`config.mk`:
```
export PLATFORM = sky130hd
export DESIGN_NAME = swpd_ram
export DESIGN_NICKNAME = d
export VERILOG_FILES = /design/src/rtl/swpd_ram.sv
export SDC_FILE = /design/constraint.sdc
export NUM_CORES = 1
export LEC_CHECK = 0
export BUFFER_PORTS_ARGS = -buffer_cell sky130_fd_sc_hd__buf_4
export CAP_MARGIN = 20
export CORE_ASPECT_RATIO = 2
export CORE_MARGIN = 2
export CORE_UTILIZATION = 35
export DETAILED_ROUTE_END_ITERATION = 16
export HOLD_SLACK_MARGIN = 0.06
export PLACE_DENSITY = 0.48
export SYNTH_ARGS = -nofsm -noshare
export SYNTH_HDL_FRONTEND = slang
export SYNTH_SLANG_ARGS = --single-unit
```
`constraint.sdc`:
```
create_clock -name clock -period 5 [get_ports clock]
set_clock_uncertainty 0.2 [all_clocks]
set_input_delay 0.5 -clock clock [delete_from_list [all_inputs] [get_ports clock]]
set_output_delay 0.5 -clock clock [all_outputs]
set_load 0.01 [all_outputs]
```
`src/rtl/swpd_ram.sv`:
```
// Single-port-write, single-port-read RAM with a registered read.
module swpd_ram #(
   parameter int WIDTH = 16,
   parameter int DEPTH = 64
) (
   input  logic                       clock,
   input  logic                       wr_en,
   input  logic [$clog2(DEPTH)-1:0]   wr_addr,
   input  logic [WIDTH-1:0]           wr_data,
   input  logic                       rd_en,
   input  logic [$clog2(DEPTH)-1:0]   rd_addr,
   output logic [WIDTH-1:0]           rd_data
);

   logic [WIDTH-1:0] mem_ff [DEPTH];
   logic [WIDTH-1:0] rd_data_ff;

   always_ff @(posedge clock) begin
      if (wr_en) begin
         mem_ff[wr_addr] <= wr_data;
      end
      if (rd_en) begin
         rd_data_ff <= mem_ff[rd_addr];
      end
   end

   assign rd_data = rd_data_ff;

endmodule

```
==> impl_metrics.toml <==
[finish]
nets = 1999
regArea_sq_um = 31200
nFillCells = 10100
drive_gt1_share_pct = 26.3
syn_to_final_growth_pct = 13.0
fin_util_pct = 39.9
multi_input_area_sq_um = 8260

[global_routing]
grt_first_pass_wirelength_mm = 157
first_global_vias = 20200
grt_overflow = 0
antenna_found_initial = 5
grt_max_degree = 77
grt_use_total_pct = 19.0

[timing]
fin_crit_sh_pct = 67.8
hold_viol = 0
fmax_mhz = 295
setup_ws_ns = 1.61
finalWorstPathRequiredPeriod_ns = 3.39
slew_violations = 0
worst_pin_slew_ns = 1.23
rsz0062_at_grt = "no"
relSlewSlack_pct = 18.2
finalSetupViolCount = 0
tns_ns = 0

[setup_path]
path_max_fanout = 49
worstSetupPathType = "in -> reg"
r2r-start = "mem_ff[2][1]"
crit_path_start_kind = "input pin"
startpoint = "rd_addr[0]"
cp.arrival_ns = 3.57
worstPathRequired_ns = 5.18
end_kind = "flip-flop"

[synthesis]
ys_warn_count = 0
synth-seq-area-share_pct = 77.7
synth_edf_count = 1040
ys_seq_elements = 1040
ys_async_sr_fraction_pct = 0
syn-num-nets = 1860
synth-xor-area-share_pct = 0
synthFlopType = "edfxtp_1"
synth_top_family_by_area = "multiplexers"
synth_fa_ha_area_share_pct = 0
synth_top_area_cell = "edfxtp_1"
muxShareOfSynthArea_pct = 15.5
syn_inst = 1829
synth_simple_gate_area_share_pct = 2.64
ys_types = 42
avgSynthCellArea_sq_um = 22.0
yosysMostFrequentCell = "edfxtp_1"
synthTopCellsByCount = "edfxtp_1, mux4_2, mux2i_1"
syn_area_sq_um = 40200
synthTopCellsByArea = "edfxtp_1, mux4_2, mux2i_1"
synth_top_cell_area_share_pct = 77.7
synth_compound_area_share_pct = 2.40

[hold_path]
holdCritPathClass = "in -> reg"
min-delay-start = "wr_addr[1]"

[clocking]
clock_latency_ns = 0.69
clkSlewWorstSetupHoldPaths_ns = 0.07
post_cts_buffers = 0
cts_buffers = 89
clk_path_buf_depth = 3
cts_tree = "built"
cts-root-buf = "clkbuf_16"
post_cts_resized = 0
numClockSinks = 1040
htree_num_levels = 3

[place]
place.gp.congestion = 0.781
port_buffers = 46
post-place-ws_ns = 0.822
hpwl_mm = 69.6

[power_and_ir_drop]
leakagePower_nw = 14.1
vdd_drop_max_mv = 0.250
power_density_nw_per_um2 = 385

[flow_run]
maxCapViolations = 0

[floorplan]
initial_core_util_pct = 35.3
placementRows = 175
die_w_um = 244
dieArea_sq_um = 118000
die_h_um = 483
core_area_sq_um = 114000
ios = 47

[drt]
dr_total_vias = 19000
ant_nets = 0
drcViolationCount = 0
wl_mm = 111
drtIter0Drc = 1754
routed_via_density = 5.35
wl_per_cell_um = 31.4
first_pass_iters = 5

[status]
status = "finished, final reports clean"
-- worst paths after layout --
check | slack, ns | to | cells past startpoint
worst max-delay path | 1.61 | rd_data[11] | 7
worst min-delay path | 0.14 | mem_ff[54][8] | 3
worst max register to register | 2.18 | rd_data[1] | 5
worst min register to register | 0.77 | rd_data[12] | 4
-- kinds of logic (layout without fill, tap and decap cells) --
kind of cell / count (synthesis) / count (layout)
buffers and inverters: 104 / 313
other: 0 / 3
AOI/OAI and AO/OA: 129 / 129
muxes: 336 / 336
and+or+nand+nor: 220 / 220
DFF: 1040 / 1040
-- registers in the layout, summed over array words and instances (netlist names) --
name	flops
rd_data	16
mem_ff	1024
-- final cells by class --
type / instances / area share (%)
diodes: 3 / 0.0165
clock buffers: 110 / 5.26
clock inverters: 51 / 0.911
multi-input cells: 685 / 18.2
flip-flops and latches: 1040 / 68.7
well taps: 1504 / 4.14
repair buffers: 152 / 2.76
-- critical path, cell delays in order --
cell and delay (ns):
buf_8 0.48, buf_12 0.32, buf_12 0.26, mux4_2 0.55, mux2_2 0.28, a221oi_1 1.02
a311oi_1 0.07
-- layer usage --
metal / track usage, % / up-vias / part of all wire (%)
met4: 6.88 / 6 / 3.5
li1: - / 7944 / -
met5: 0 / - / 0.039
met3: 2.64 / 149 / 3.7
met2: 36.3 / 433 / 57
met1: 21.2 / 10400 / 36
-- layout by cell type (no fill, tap or decap), types with 4 or more instances in the layout --
cell type	count
a211o_1	8
a211oi_1	8
a21oi_1	17
a221o_1	6
a221oi_1	16
a22o_1	6
a22oi_1	39
a311oi_1	8
a31oi_1	8
a41oi_1	5
and4_1	5
buf_12	7
buf_4	139
bufinv_16	6
clkbuf_1	17
clkbuf_16	93
clkinv_1	18
clkinv_2	16
clkinvlp_4	8
edfxtp_1	1040
mux2_2	27
mux2i_1	85
mux4_1	4
mux4_2	220
nand2_1	59
nand3_1	24
nand4_1	12
nor2_1	70
nor2_2	4
nor2b_1	27
o21ai_1	5
-- power breakdown --
part           total [W]  leakage [nW]  switching, W  internal (W)
registers        0.00969          9.37     0.0000273       0.00967
clock network    0.00687          1.36       0.00315       0.00371
logic           0.000939          3.40      0.000612      0.000327
-- metrics by stage --
stage          cell area [sq um]  power, W  instances  hold WS, ns
2_1_floorplan              40200    0.0104       1829        0.399
5_1_grt                    45400    0.0180       3543        0.150
6_report                   45400    0.0175       3545        0.142
3_3_place_gp               42600    0.0108       3376        0.716
3_5_place_dp               42600    0.0109       3378        0.716
4_1_cts                    45400    0.0177       3542       0.0788
-- what timing repair did --
item,in CTS,in global routing
hold endpoints to repair,19,0
setup endpoints to repair,0,0
hold buffers,3,0
(Power assumes the default switching activity.)
